**config.mk**
```make
export PLATFORM = sky130hd
export DESIGN_NAME = rgb_led_matrix_scan_driver_core
export DESIGN_NICKNAME = d
export VERILOG_FILES = /design/src/rtl/core/rlmsd_pkg.sv /design/src/rtl/core/rlmsd_front.sv /design/src/rtl/core/rlmsd_back.sv /design/src/rtl/core/rgb_led_matrix_scan_driver_core.sv
export SDC_FILE = /design/constraint.sdc
export NUM_CORES = 2
export LEC_CHECK = 0
export ABC_AREA = 1
export BUFFER_PORTS_ARGS = -buffer_cell sky130_fd_sc_hd__buf_4
export CAP_MARGIN = 20
export CORE_MARGIN = 2
export CORE_UTILIZATION = 45
export DETAILED_ROUTE_END_ITERATION = 10
export GPL_ROUTABILITY_DRIVEN = 0
export SLEW_MARGIN = 20
export SYNTH_ARGS = -nofsm -noshare
export SYNTH_HDL_FRONTEND = slang
export SYNTH_SLANG_ARGS = --single-unit
export TNS_END_PERCENT = 50
```
**constraint.sdc**
```tcl
create_clock -name clk -period 5.9 [get_ports clk]
set_input_delay 0.295 -clock clk [delete_from_list [all_inputs] [get_ports clk]]
set_output_delay 0.295 -clock clk [all_outputs]
set_load 0.02 [all_outputs]
```
**src/rtl/core/rlmsd_pkg.sv**
```systemverilog
// Shared constants, types and codes for the RGB LED matrix scan driver.
`timescale 1ns / 1ps
package rlmsd_pkg;

    localparam int ROWS         = 8;
    localparam int COLUMNS      = 8;
    localparam int DRIVER_CHIPS = 8;

    localparam int PAGE_SIZE   = ROWS * COLUMNS;
    localparam int STORE_DEPTH = 2 * PAGE_SIZE;
    localparam int OFF_W       = (PAGE_SIZE > 1) ? $clog2(PAGE_SIZE) : 1;
    localparam int ADDR_W      = $clog2(STORE_DEPTH);
    localparam int COL_W       = (COLUMNS > 1) ? $clog2(COLUMNS) : 1;
    localparam int CHIP_W      = (DRIVER_CHIPS > 1) ? $clog2(DRIVER_CHIPS) : 1;

    localparam int CFG_ADDR_W = 4;
    localparam int CFG_DATA_W = 32;

    // Register indexes (byte address / 4)
    localparam logic [1:0] REG_GAMMA_RED   = 2'd0;
    localparam logic [1:0] REG_GAMMA_GREEN = 2'd1;
    localparam logic [1:0] REG_GAMMA_BLUE  = 2'd2;

    localparam logic [5:0] GAMMA_RED_RESET   = 6'd10;
    localparam logic [5:0] GAMMA_GREEN_RESET = 6'd63;
    localparam logic [5:0] GAMMA_BLUE_RESET  = 6'd63;

    localparam logic [3:0] WORD_BITS_PIXEL = 4'd8;
    localparam logic [3:0] WORD_BITS_GAMMA = 4'd6;

    // Channel order within one column (scan) or one chip (gamma)
    localparam logic [1:0] CH_FIRST  = 2'd0;
    localparam logic [1:0] CH_SECOND = 2'd1;
    localparam logic [1:0] CH_LAST   = 2'd2;

    typedef enum logic [1:0] {
        OP_WRITE = 2'd0,
        OP_SWAP  = 2'd1,
        OP_SCAN  = 2'd2,
        OP_GAMMA = 2'd3
    } op_t;

    typedef struct packed {
        op_t              op;
        logic             row_ok;
        logic             cell_ok;
        logic [2:0]       row;
        logic [OFF_W-1:0] row_base;
        logic [OFF_W-1:0] offset;
        logic [23:0]      pixel;
    } cmd_t;

    typedef struct packed {
        logic [5:0] red;
        logic [5:0] green;
        logic [5:0] blue;
    } gamma_t;

    typedef struct packed {
        logic [7:0] shift_word;
        logic [3:0] word_bits;
        logic       select_line;
        logic       latch_pulse;
        logic [7:0] row_enable;
        logic       last_word;
    } result_t;

endpackage

```
**src/rtl/core/rlmsd_front.sv**
```systemverilog
// Request intake: decodes each request and holds it in a two-entry command queue.
`timescale 1ns / 1ps
module rlmsd_front (
    input  logic              clk,
    input  logic              rst_n,
    input  logic              push,
    output logic              full,
    input  logic [1:0]        opcode,
    input  logic [2:0]        row_index,
    input  logic [2:0]        column_index,
    input  logic [7:0]        red,
    input  logic [7:0]        green,
    input  logic [7:0]        blue,
    output logic              cmd_valid,
    output rlmsd_pkg::cmd_t   cmd,
    input  logic              cmd_pop
);
    import rlmsd_pkg::*;

    cmd_t       queue_reg [2];
    logic       wr_ptr_reg;
    logic       wr_ptr_next;
    logic       rd_ptr_reg;
    logic       rd_ptr_next;
    logic [1:0] count_reg;
    logic [1:0] count_next;
    cmd_t       decoded;
    logic       push_fire;
    logic       pop_fire;

    always_comb
    begin
        decoded.op       = op_t'(opcode);
        decoded.row      = row_index;
        decoded.row_ok   = ({29'd0, row_index} < 32'(ROWS));
        decoded.cell_ok  = decoded.row_ok && ({29'd0, column_index} < 32'(COLUMNS));
        decoded.row_base = OFF_W'(32'(row_index) * COLUMNS);
        decoded.offset   = OFF_W'(decoded.row_base + OFF_W'(column_index));
        decoded.pixel    = {red, green, blue};
    end

    assign full      = (count_reg == 2'd2);
    assign cmd_valid = (count_reg != 2'd0);
    assign cmd       = queue_reg[rd_ptr_reg];
    assign push_fire = push && !full;
    assign pop_fire  = cmd_pop && cmd_valid;

    always_comb
    begin
        wr_ptr_next = push_fire ? ~wr_ptr_reg : wr_ptr_reg;
        rd_ptr_next = pop_fire ? ~rd_ptr_reg : rd_ptr_reg;
        count_next  = count_reg;
        if (push_fire && !pop_fire)
        begin
            count_next = count_reg + 2'd1;
        end
        else if (pop_fire && !push_fire)
        begin
            count_next = count_reg - 2'd1;
        end
    end

    always_ff @(posedge clk or negedge rst_n)
    begin
        if (!rst_n)
        begin
            wr_ptr_reg <= 1'b0;
            rd_ptr_reg <= 1'b0;
            count_reg  <= 2'd0;
        end
        else
        begin
            wr_ptr_reg <= wr_ptr_next;
            rd_ptr_reg <= rd_ptr_next;
            count_reg  <= count_next;
        end
    end

    always_ff @(posedge clk)
    begin
        if (push_fire)
        begin
            queue_reg[wr_ptr_reg] <= decoded;
        end
    end

endmodule

```
**src/rtl/core/rlmsd_back.sv**
```systemverilog
// Command execution: frame store, page swap, scan and gamma sequencer, result queue.
`timescale 1ns / 1ps
module rlmsd_back (
    input  logic                clk,
    input  logic                rst_n,
    input  logic                cmd_valid,
    input  rlmsd_pkg::cmd_t     cmd,
    output logic                cmd_pop,
    input  rlmsd_pkg::gamma_t   gamma,
    output logic                empty,
    input  logic                pop,
    output rlmsd_pkg::result_t  result
);
    import rlmsd_pkg::*;

    localparam int OUT_DEPTH = 4;
    localparam int OUT_PTR_W = $clog2(OUT_DEPTH);
    localparam int OUT_CNT_W = $clog2(OUT_DEPTH + 1);

    typedef enum logic [1:0] {
        S_IDLE,
        S_SCAN,
        S_GAMMA
    } state_t;

    typedef struct packed {
        logic       is_gamma;
        logic [1:0] ch;
        logic       ok;
        logic       latch;
        logic [7:0] row_enable;
        logic       last;
    } stage_t;

    state_t           state_reg;
    logic             front_page_reg;
    logic [COL_W-1:0] col_reg;
    logic [CHIP_W-1:0] chip_reg;
    logic [1:0]       ch_reg;
    logic             scan_ok_reg;
    logic [2:0]       row_reg;
    logic [OFF_W-1:0] row_base_reg;

    logic [23:0]            store_mem [STORE_DEPTH];
    logic [STORE_DEPTH-1:0] written_reg;
    logic [23:0]            rd_data_reg;
    logic                   rd_written_reg;

    logic   s2_valid_reg;
    stage_t s2_reg;
    stage_t s1_info;

    result_t              out_q [OUT_DEPTH];
    logic [OUT_PTR_W-1:0] out_wr_reg;
    logic [OUT_PTR_W-1:0] out_rd_reg;
    logic [OUT_CNT_W-1:0] out_cnt_reg;
    logic [OUT_CNT_W-1:0] out_cnt_next;

    logic              room;
    logic              fire;
    logic              scan_last;
    logic              gamma_last;
    logic              wr_en;
    logic              rd_en;
    logic [ADDR_W-1:0] front_base;
    logic [ADDR_W-1:0] back_base;
    logic [ADDR_W-1:0] wr_addr;
    logic [ADDR_W-1:0] rd_addr;
    logic [5:0]        gamma_level;
    result_t           s2_result;
    logic              out_pop_fire;

    assign room = (32'(out_cnt_reg) + 32'(s2_valid_reg)) < OUT_DEPTH;
    assign fire = (state_reg != S_IDLE) && room;

    assign scan_last  = (32'(col_reg) == COLUMNS - 1) && (ch_reg == CH_LAST);
    assign gamma_last = (32'(chip_reg) == DRIVER_CHIPS - 1) && (ch_reg == CH_LAST);

    assign cmd_pop = (state_reg == S_IDLE) && cmd_valid;

    assign front_base = front_page_reg ? ADDR_W'(PAGE_SIZE) : '0;
    assign back_base  = front_page_reg ? '0 : ADDR_W'(PAGE_SIZE);
    assign wr_addr    = ADDR_W'(back_base + ADDR_W'(cmd.offset));
    assign rd_addr    = ADDR_W'(front_base + ADDR_W'(row_base_reg) + ADDR_W'(col_reg));

    assign wr_en = cmd_pop && (cmd.op == OP_WRITE) && cmd.cell_ok;
    assign rd_en = fire && (state_reg == S_SCAN) && (ch_reg == CH_FIRST) && scan_ok_reg;

    always_comb
    begin
        s1_info.is_gamma   = (state_reg == S_GAMMA);
        s1_info.ch         = ch_reg;
        s1_info.ok         = scan_ok_reg;
        s1_info.latch      = (state_reg == S_SCAN) && scan_last;
        s1_info.row_enable = ((state_reg == S_SCAN) && scan_last && scan_ok_reg)
                             ? (8'd1 << row_reg) : 8'd0;
        s1_info.last       = (state_reg == S_SCAN) ? scan_last : gamma_last;
    end

    always_ff @(posedge clk)
    begin
        if (wr_en)
        begin
            store_mem[wr_addr] <= cmd.pixel;
        end
        if (rd_en)
        begin
            rd_data_reg <= store_mem[rd_addr];
        end
    end

    always_ff @(posedge clk or negedge rst_n)
    begin
        if (!rst_n)
        begin
            state_reg      <= S_IDLE;
            front_page_reg <= 1'b0;
            written_reg    <= '0;
            rd_written_reg <= 1'b0;
            col_reg        <= '0;
            chip_reg       <= '0;
            ch_reg         <= CH_FIRST;
            scan_ok_reg    <= 1'b0;
            row_reg        <= 3'd0;
            row_base_reg   <= '0;
            s2_valid_reg   <= 1'b0;
            s2_reg         <= '0;
        end
        else
        begin
            s2_valid_reg <= fire;
            if (fire)
            begin
                s2_reg <= s1_info;
            end
            if (rd_en)
            begin
                rd_written_reg <= written_reg[rd_addr];
            end
            case (state_reg)
                S_IDLE:
                begin
                    if (cmd_pop)
                    begin
                        col_reg      <= '0;
                        chip_reg     <= '0;
                        ch_reg       <= CH_FIRST;
                        scan_ok_reg  <= cmd.row_ok;
                        row_reg      <= cmd.row;
                        row_base_reg <= cmd.row_base;
                        case (cmd.op)
                            OP_WRITE:
                            begin
                                if (cmd.cell_ok)
                                begin
                                    written_reg[wr_addr] <= 1'b1;
                                end
                            end
                            OP_SWAP:  front_page_reg <= ~front_page_reg;
                            OP_SCAN:  state_reg <= S_SCAN;
                            OP_GAMMA: state_reg <= S_GAMMA;
                            default:  state_reg <= S_IDLE;
                        endcase
                    end
                end
                S_SCAN:
                begin
                    if (fire)
                    begin
                        if (ch_reg == CH_LAST)
                        begin
                            ch_reg  <= CH_FIRST;
                            col_reg <= col_reg + COL_W'(1);
                        end
                        else
                        begin
                            ch_reg <= ch_reg + 2'd1;
                        end
                        if (scan_last)
                        begin
                            state_reg <= S_IDLE;
                        end
                    end
                end
                S_GAMMA:
                begin
                    if (fire)
                    begin
                        if (ch_reg == CH_LAST)
                        begin
                            ch_reg   <= CH_FIRST;
                            chip_reg <= chip_reg + CHIP_W'(1);
                        end
                        else
                        begin
                            ch_reg <= ch_reg + 2'd1;
                        end
                        if (gamma_last)
                        begin
                            state_reg <= S_IDLE;
                        end
                    end
                end
                default: state_reg <= S_IDLE;
            endcase
        end
    end

    // Gamma words go blue, green, red; scan words go red, green, blue.
    always_comb
    begin
        case (s2_reg.ch)
            CH_FIRST:  gamma_level = gamma.blue;
            CH_SECOND: gamma_level = gamma.green;
            default:   gamma_level = gamma.red;
        endcase

        s2_result.latch_pulse = s2_reg.latch;
        s2_result.row_enable  = s2_reg.row_enable;
        s2_result.last_word   = s2_reg.last;
        if (s2_reg.is_gamma)
        begin
            s2_result.shift_word  = {gamma_level, 2'b00};
            s2_result.word_bits   = WORD_BITS_GAMMA;
            s2_result.select_line = 1'b0;
        end
        else
        begin
            s2_result.word_bits   = WORD_BITS_PIXEL;
            s2_result.select_line = 1'b1;
            if (!(s2_reg.ok && rd_written_reg))
            begin
                s2_result.shift_word = 8'd0;
            end
            else
            begin
                case (s2_reg.ch)
                    CH_FIRST:  s2_result.shift_word = rd_data_reg[23:16];
                    CH_SECOND: s2_result.shift_word = rd_data_reg[15:8];
                    default:   s2_result.shift_word = rd_data_reg[7:0];
                endcase
            end
        end
    end

    assign empty        = (out_cnt_reg == '0);
    assign result       = out_q[out_rd_reg];
    assign out_pop_fire = pop && !empty;

    always_comb
    begin
        out_cnt_next = out_cnt_reg;
        if (s2_valid_reg && !out_pop_fire)
        begin
            out_cnt_next = out_cnt_reg + OUT_CNT_W'(1);
        end
        else if (out_pop_fire && !s2_valid_reg)
        begin
            out_cnt_next = out_cnt_reg - OUT_CNT_W'(1);
        end
    end

    always_ff @(posedge clk or negedge rst_n)
    begin
        if (!rst_n)
        begin
            out_wr_reg  <= '0;
            out_rd_reg  <= '0;
            out_cnt_reg <= '0;
        end
        else
        begin
            out_cnt_reg <= out_cnt_next;
            if (s2_valid_reg)
            begin
                out_wr_reg <= out_wr_reg + OUT_PTR_W'(1);
            end
            if (out_pop_fire)
            begin
                out_rd_reg <= out_rd_reg + OUT_PTR_W'(1);
            end
        end
    end

    // Space is reserved before a word is sequenced, so the write never overflows.
    always_ff @(posedge clk)
    begin
        if (s2_valid_reg)
        begin
            out_q[out_wr_reg] <= s2_result;
        end
    end

endmodule

```
**src/rtl/core/rgb_led_matrix_scan_driver_core.sv**
```systemverilog
// Top level of the RGB LED matrix scan driver: gamma registers, intake and execution.
// A scan or gamma load sends 24 words at one a cycle while the output queue has room; no
// further request is taken from the queue until its last word is sequenced. A pixel write
// or swap is done as it is taken from the queue; requests queue two deep. Reset (rst_n low,
// asynchronous): queues empty, front page 0, frame store reads as zero via written bits,
// gamma red 10, green 63, blue 63.
`timescale 1ns / 1ps
module rgb_led_matrix_scan_driver_core (
    input  logic                                  clk,
    input  logic                                  rst_n,
    input  logic                                  psel,
    input  logic                                  penable,
    input  logic                                  pwrite,
    input  logic [rlmsd_pkg::CFG_ADDR_W-1:0]      paddr,
    input  logic [rlmsd_pkg::CFG_DATA_W-1:0]      pwdata,
    output logic [rlmsd_pkg::CFG_DATA_W-1:0]      prdata,
    output logic                                  pready,
    input  logic                                  push,
    output logic                                  full,
    input  logic [1:0]                            opcode,
    input  logic [2:0]                            row_index,
    input  logic [2:0]                            column_index,
    input  logic [7:0]                            red,
    input  logic [7:0]                            green,
    input  logic [7:0]                            blue,
    output logic                                  empty,
    input  logic                                  pop,
    output logic [7:0]                            shift_word,
    output logic [3:0]                            word_bits,
    output logic                                  select_line,
    output logic                                  latch_pulse,
    output logic [7:0]                            row_enable,
    output logic                                  last_word
);
    import rlmsd_pkg::*;

    gamma_t     gamma_reg;
    logic       cfg_write;
    logic [1:0] cfg_index;
    logic       cmd_valid;
    logic       cmd_pop;
    cmd_t       cmd;
    result_t    result;

    assign pready    = 1'b1;
    assign cfg_write = psel && penable && pwrite && pready;
    assign cfg_index = paddr[3:2];

    always_ff @(posedge clk or negedge rst_n)
    begin
        if (!rst_n)
        begin
            gamma_reg.red   <= GAMMA_RED_RESET;
            gamma_reg.green <= GAMMA_GREEN_RESET;
            gamma_reg.blue  <= GAMMA_BLUE_RESET;
        end
        else if (cfg_write)
        begin
            case (cfg_index)
                REG_GAMMA_RED:   gamma_reg.red   <= pwdata[5:0];
                REG_GAMMA_GREEN: gamma_reg.green <= pwdata[5:0];
                REG_GAMMA_BLUE:  gamma_reg.blue  <= pwdata[5:0];
                default:         gamma_reg       <= gamma_reg;
            endcase
        end
    end

    always_comb
    begin
        case (cfg_index)
            REG_GAMMA_RED:   prdata = {26'd0, gamma_reg.red};
            REG_GAMMA_GREEN: prdata = {26'd0, gamma_reg.green};
            REG_GAMMA_BLUE:  prdata = {26'd0, gamma_reg.blue};
            default:         prdata = '0;
        endcase
    end

    rlmsd_front u_front (
        .clk          (clk),
        .rst_n        (rst_n),
        .push         (push),
        .full         (full),
        .opcode       (opcode),
        .row_index    (row_index),
        .column_index (column_index),
        .red          (red),
        .green        (green),
        .blue         (blue),
        .cmd_valid    (cmd_valid),
        .cmd          (cmd),
        .cmd_pop      (cmd_pop)
    );

    rlmsd_back u_back (
        .clk       (clk),
        .rst_n     (rst_n),
        .cmd_valid (cmd_valid),
        .cmd       (cmd),
        .cmd_pop   (cmd_pop),
        .gamma     (gamma_reg),
        .empty     (empty),
        .pop       (pop),
        .result    (result)
    );

    assign shift_word  = result.shift_word;
    assign word_bits   = result.word_bits;
    assign select_line = result.select_line;
    assign latch_pulse = result.latch_pulse;
    assign row_enable  = result.row_enable;
    assign last_word   = result.last_word;

endmodule

```
==> impl_summary.log <==
[metrics] Top-Level Pins: 133
[metrics] Post-Synthesis Cell Area: 136000 µm²
[metrics] combinational family with the most area after synthesis: compound AO/OA/AOI/OAI gates
[metrics] global-route congestion overflow total: 0
[metrics] kind of critical path: register to register
[metrics] data arrival time of the worst path: 5.29 ns
[metrics] vertical die dimension: 554 µm
[metrics] number of warnings printed during yosys synthesis: 0
[metrics] number of DRC violations after detailed routing: 0
[metrics] FP Rows: 201
[metrics] Worst Setup End Kind: register
[metrics] worst hold slack across all endpoints: -0.0198 ns
[metrics] overall fraction of global-route tracks in use: 0.250
[metrics] Crit Reg-Reg Startpoint: u_back.state_reg[1]$_DFFE_PN0P_
[metrics] r2r worst-path depth: 9
[metrics] vias in the first global route: 83800
[metrics] fin. max-slew vios: 0
[metrics] initial antenna violation count: 26
[metrics] slack of the worst reg-to-reg path: 1.23 ns
[metrics] routed via count divided by cell count: 5.88
[metrics] mux contribution to synthesized area: 0.0000827
[metrics] Die Footprint: 307000 µm²
[metrics] final routed wirelength across all metal layers: 395 mm
[metrics] Root Buffer: clkbuf_16
[metrics] data required time of the critical path: 6.52 ns
[metrics] total negative slack: 0 ns
[metrics] Mean Syn Cell Area: 12.7 µm²
[metrics] unique cell type count in the Yosys netlist: 42
[metrics] cell with the biggest individual delay on the critical path: nor2_2
[metrics] clock tree from TritonCTS: yes
[metrics] fraction of layout cells with a size suffix above 1: 0.0997
[metrics] critical path peak fanout: 14
[metrics] pin count of the biggest net entering global routing: 185
[metrics] actual slew at the worst max-slew pin: 1.09 ns
[metrics] Synth Area in XOR/XNOR: 0.000515
[metrics] period utilisation layout: 0.792
[metrics] Max-Cap Viols: 0
[metrics] buffers from clock root to sink, at most: 4
[metrics] worst min-delay path class: input pin to asynchronous set/reset pin
[metrics] result of the run: complete, but fails checks
[metrics] Floorplan Core Area: 301000 µm²
[metrics] delay contributed by the slowest stage of the critical path: 1.12 ns
[metrics] half-perimeter wire length after detailed placement: 222 mm
[metrics] flip-flop and latch count after synthesis: 3428
[metrics] fraction of post-synthesis cell area in the top cell type by area: 0.715
[metrics] Hold Buf Count CTS: 46
[metrics] total number of nets in the final design: 10900
[metrics] cells traversed along the worst timing path: inv_1 > ha_1 > inv_1 > nor2_2 > inv_2 > nor3_4 > nand4_1 > nor2_2 > buf_4
[metrics] Non-Filler Cell Area, Final: 154000 µm²
[metrics] Mapped Cells: 10800
[metrics] number of flip-flops under the largest register name: 3072
[metrics] maximum operating frequency: 214 MHz
[metrics] CTS clk-pin slew, worst paths: 0.06 ns
[metrics] number of post-CTS setup repair buffers: 0
[metrics] post-layout minimum cycle time: 4.67 ns
[metrics] leakage power summed over all cells: 51.2 nW
[metrics] simple-gate share of the synthesized area: 0.106
[metrics] overall die width: 554 µm
[metrics] Area Overhead vs Synth: 12.8%
[metrics] number of DRC markers in iteration 0: 10500
[metrics] Seq/Total Area, Yosys: 0.749
[metrics] first-pass iteration count of the detailed router: 8
[metrics] violated checks: hold timing
[metrics] instance area after placement: 142000 µm²
[metrics] top cells by area in the synthesized netlist: edfxtp_1 71%, nor2_1 7.0%, o21ai_0 6.8%
[metrics] number of endpoints failing setup at the final stage: 0
[metrics] post-cts gate resize count: 0
[metrics] final-layout fill cell count: 25100
[metrics] Synth Area in Compound Gates: 0.112
[metrics] crit start category: register
[metrics] CTS sink count: 3428
[metrics] effective utilization at floorplan: 0.453
[metrics] worst-case headroom to the max-slew limit: 0.271
[metrics] first-pass GRT wire length: 568 mm
[metrics] pwr dens: 480 nW/µm²
[metrics] H-tree depth reported by CTS: 5
[metrics] final count of hold timing violations: 4
[metrics] buffers added on ports: 76
[metrics] Final Skew: 0.0762 ns
[metrics] Synth area leader: edfxtp_1
[metrics] synthesized-area fraction occupied by adder cells: 0.00143
[metrics] setup repair after global routing missed its margin: no
[metrics] Inserted Clock Buffers: 353
[metrics] worst reg2reg endpoint: u_back.store_mem[69][12]$_DFFE_PP_
[metrics] maximum resistive drop on vdd: 0.507 mV
[metrics] clock latency on the worst-skew pair: 0.96 ns
[metrics] via count: 88500
[metrics] remaining antenna violation count after routing: 0
[metrics] Routed WL per cell: 26.2 µm
-- critical path: cells and delay by family, from the launching register on --
| kind | cells | cell delay [ns] |
|---|---|---|
| simple gates | 4 | 2.93 |
| flops | 1 | 0.42 |
| buf+inv | 4 | 0.75 |
| fa+ha+maj | 1 | 0.23 |
-- where the power goes --
| group | total (mW) | switching (mW) | internal [mW] | leakage (nW) |
|---|---|---|---|---|
| combinational | 20.5 | 16.3 | 4.20 | 13.9 |
| sequential | 31.4 | 0.454 | 31.0 | 31.8 |
| clock | 21.8 | 9.41 | 12.4 | 5.50 |
-- cells in the mapped netlist (all sizes together) --
master / number
xor2: 6
inv: 206
o221ai: 110
edfxtp: 3240
o31ai: 1
o21ai: 1858
o22ai: 150
nor4: 1
or2: 56
conb: 2
o41ai: 6
and3: 1
nand4: 11
fa: 1
mux2: 1
a21oi: 17
a211oi: 2
dfrtp: 174
buf: 334
dfstp: 14
a22o: 4
nand3: 443
nand3b: 3
xnor2: 2
clkinv: 1
nor2: 2531
nand2: 607
o211ai: 516
nor3: 3
ha: 14
clkbuf: 437
-- placed cells by master (no fill, tap or decap), drive strengths merged, types with 56 or more instances in the layout --
| master | count |
|---|---|
| nor2 | 2531 |
| o221ai | 110 |
| o22ai | 150 |
| o21ai | 1858 |
| inv | 220 |
| clkinv | 145 |
| dfrtp | 174 |
| or2 | 56 |
| edfxtp | 3240 |
| nand3 | 443 |
| o211ai | 516 |
| buf | 390 |
| clkbuf | 450 |
| nand2 | 607 |
-- kinds of logic after synthesis --
family,Yosys count
adders and majority gates,15
muxes,1
buffers and inverters,978
AOI/OAI and AO/OA,2664
xor gates and xnor gates,8
DFF,3428
and+or+nand+nor,3656
other,2
-- metal layers --
layer,wire length (µm),track usage,share of wire
met1,160000,0.344,0.41
met2,184000,0.399,0.47
met3,33800,0.0395,0.086
met4,16700,0.0988,0.042
met5,34,0,0.000086
-- per-stage QoR --
stage	setup WS, ns	power, mW	util	cells
global placement	1.46	51.6	0.472	14400
CTS	1.27	73.8	0.511	15000
finish	1.23	73.8	0.511	15000
global route	1.02	76.4	0.511	15000
detailed placement	1.30	52.1	0.472	14400
floorplan	1.77	43.1	-	10800
-- how the worst max path moves through the flow --
stage | startpoint | end | cells past startpoint
6_report | u_back.state_reg[1]$_DFFE_PN0P_ | u_back.store_mem[69][12]$_DFFE_PP_ | 9
5_1_grt | u_back.state_reg[1]$_DFFE_PN0P_ | u_back.store_mem[69][12]$_DFFE_PP_ | 9
4_1_cts | u_back.state_reg[1]$_DFFE_PN0P_ | u_back.store_mem[69][12]$_DFFE_PP_ | 9
3_5_place_dp | u_back.state_reg[1]$_DFFE_PN0P_ | u_back.store_mem[69][6]$_DFFE_PP_ | 9
2_1_floorplan | u_back.state_reg[0]$_DFFE_PN0P_ | u_back.rd_data_reg[0]$_DFFE_PP_ | 7
3_3_place_gp | u_back.state_reg[0]$_DFFE_PN0P_ | u_back.store_mem[69][6]$_DFFE_PP_ | 9
-- cell type report --
cell class                      count  area (µm²)  area share
Sequential cell                  3428      102000       0.664
Antenna cell                        9        22.5    0.000147
Clock buffer                      450        9370      0.0610
Inverter                          207         811     0.00528
Clock inverter                    188        1830      0.0119
Timing Repair Buffer              436        3890      0.0253
Tap cell                         3958        4950      0.0322
Multi-Input combinational cell   6372       30700       0.200
(Power assumes the default switching activity.)
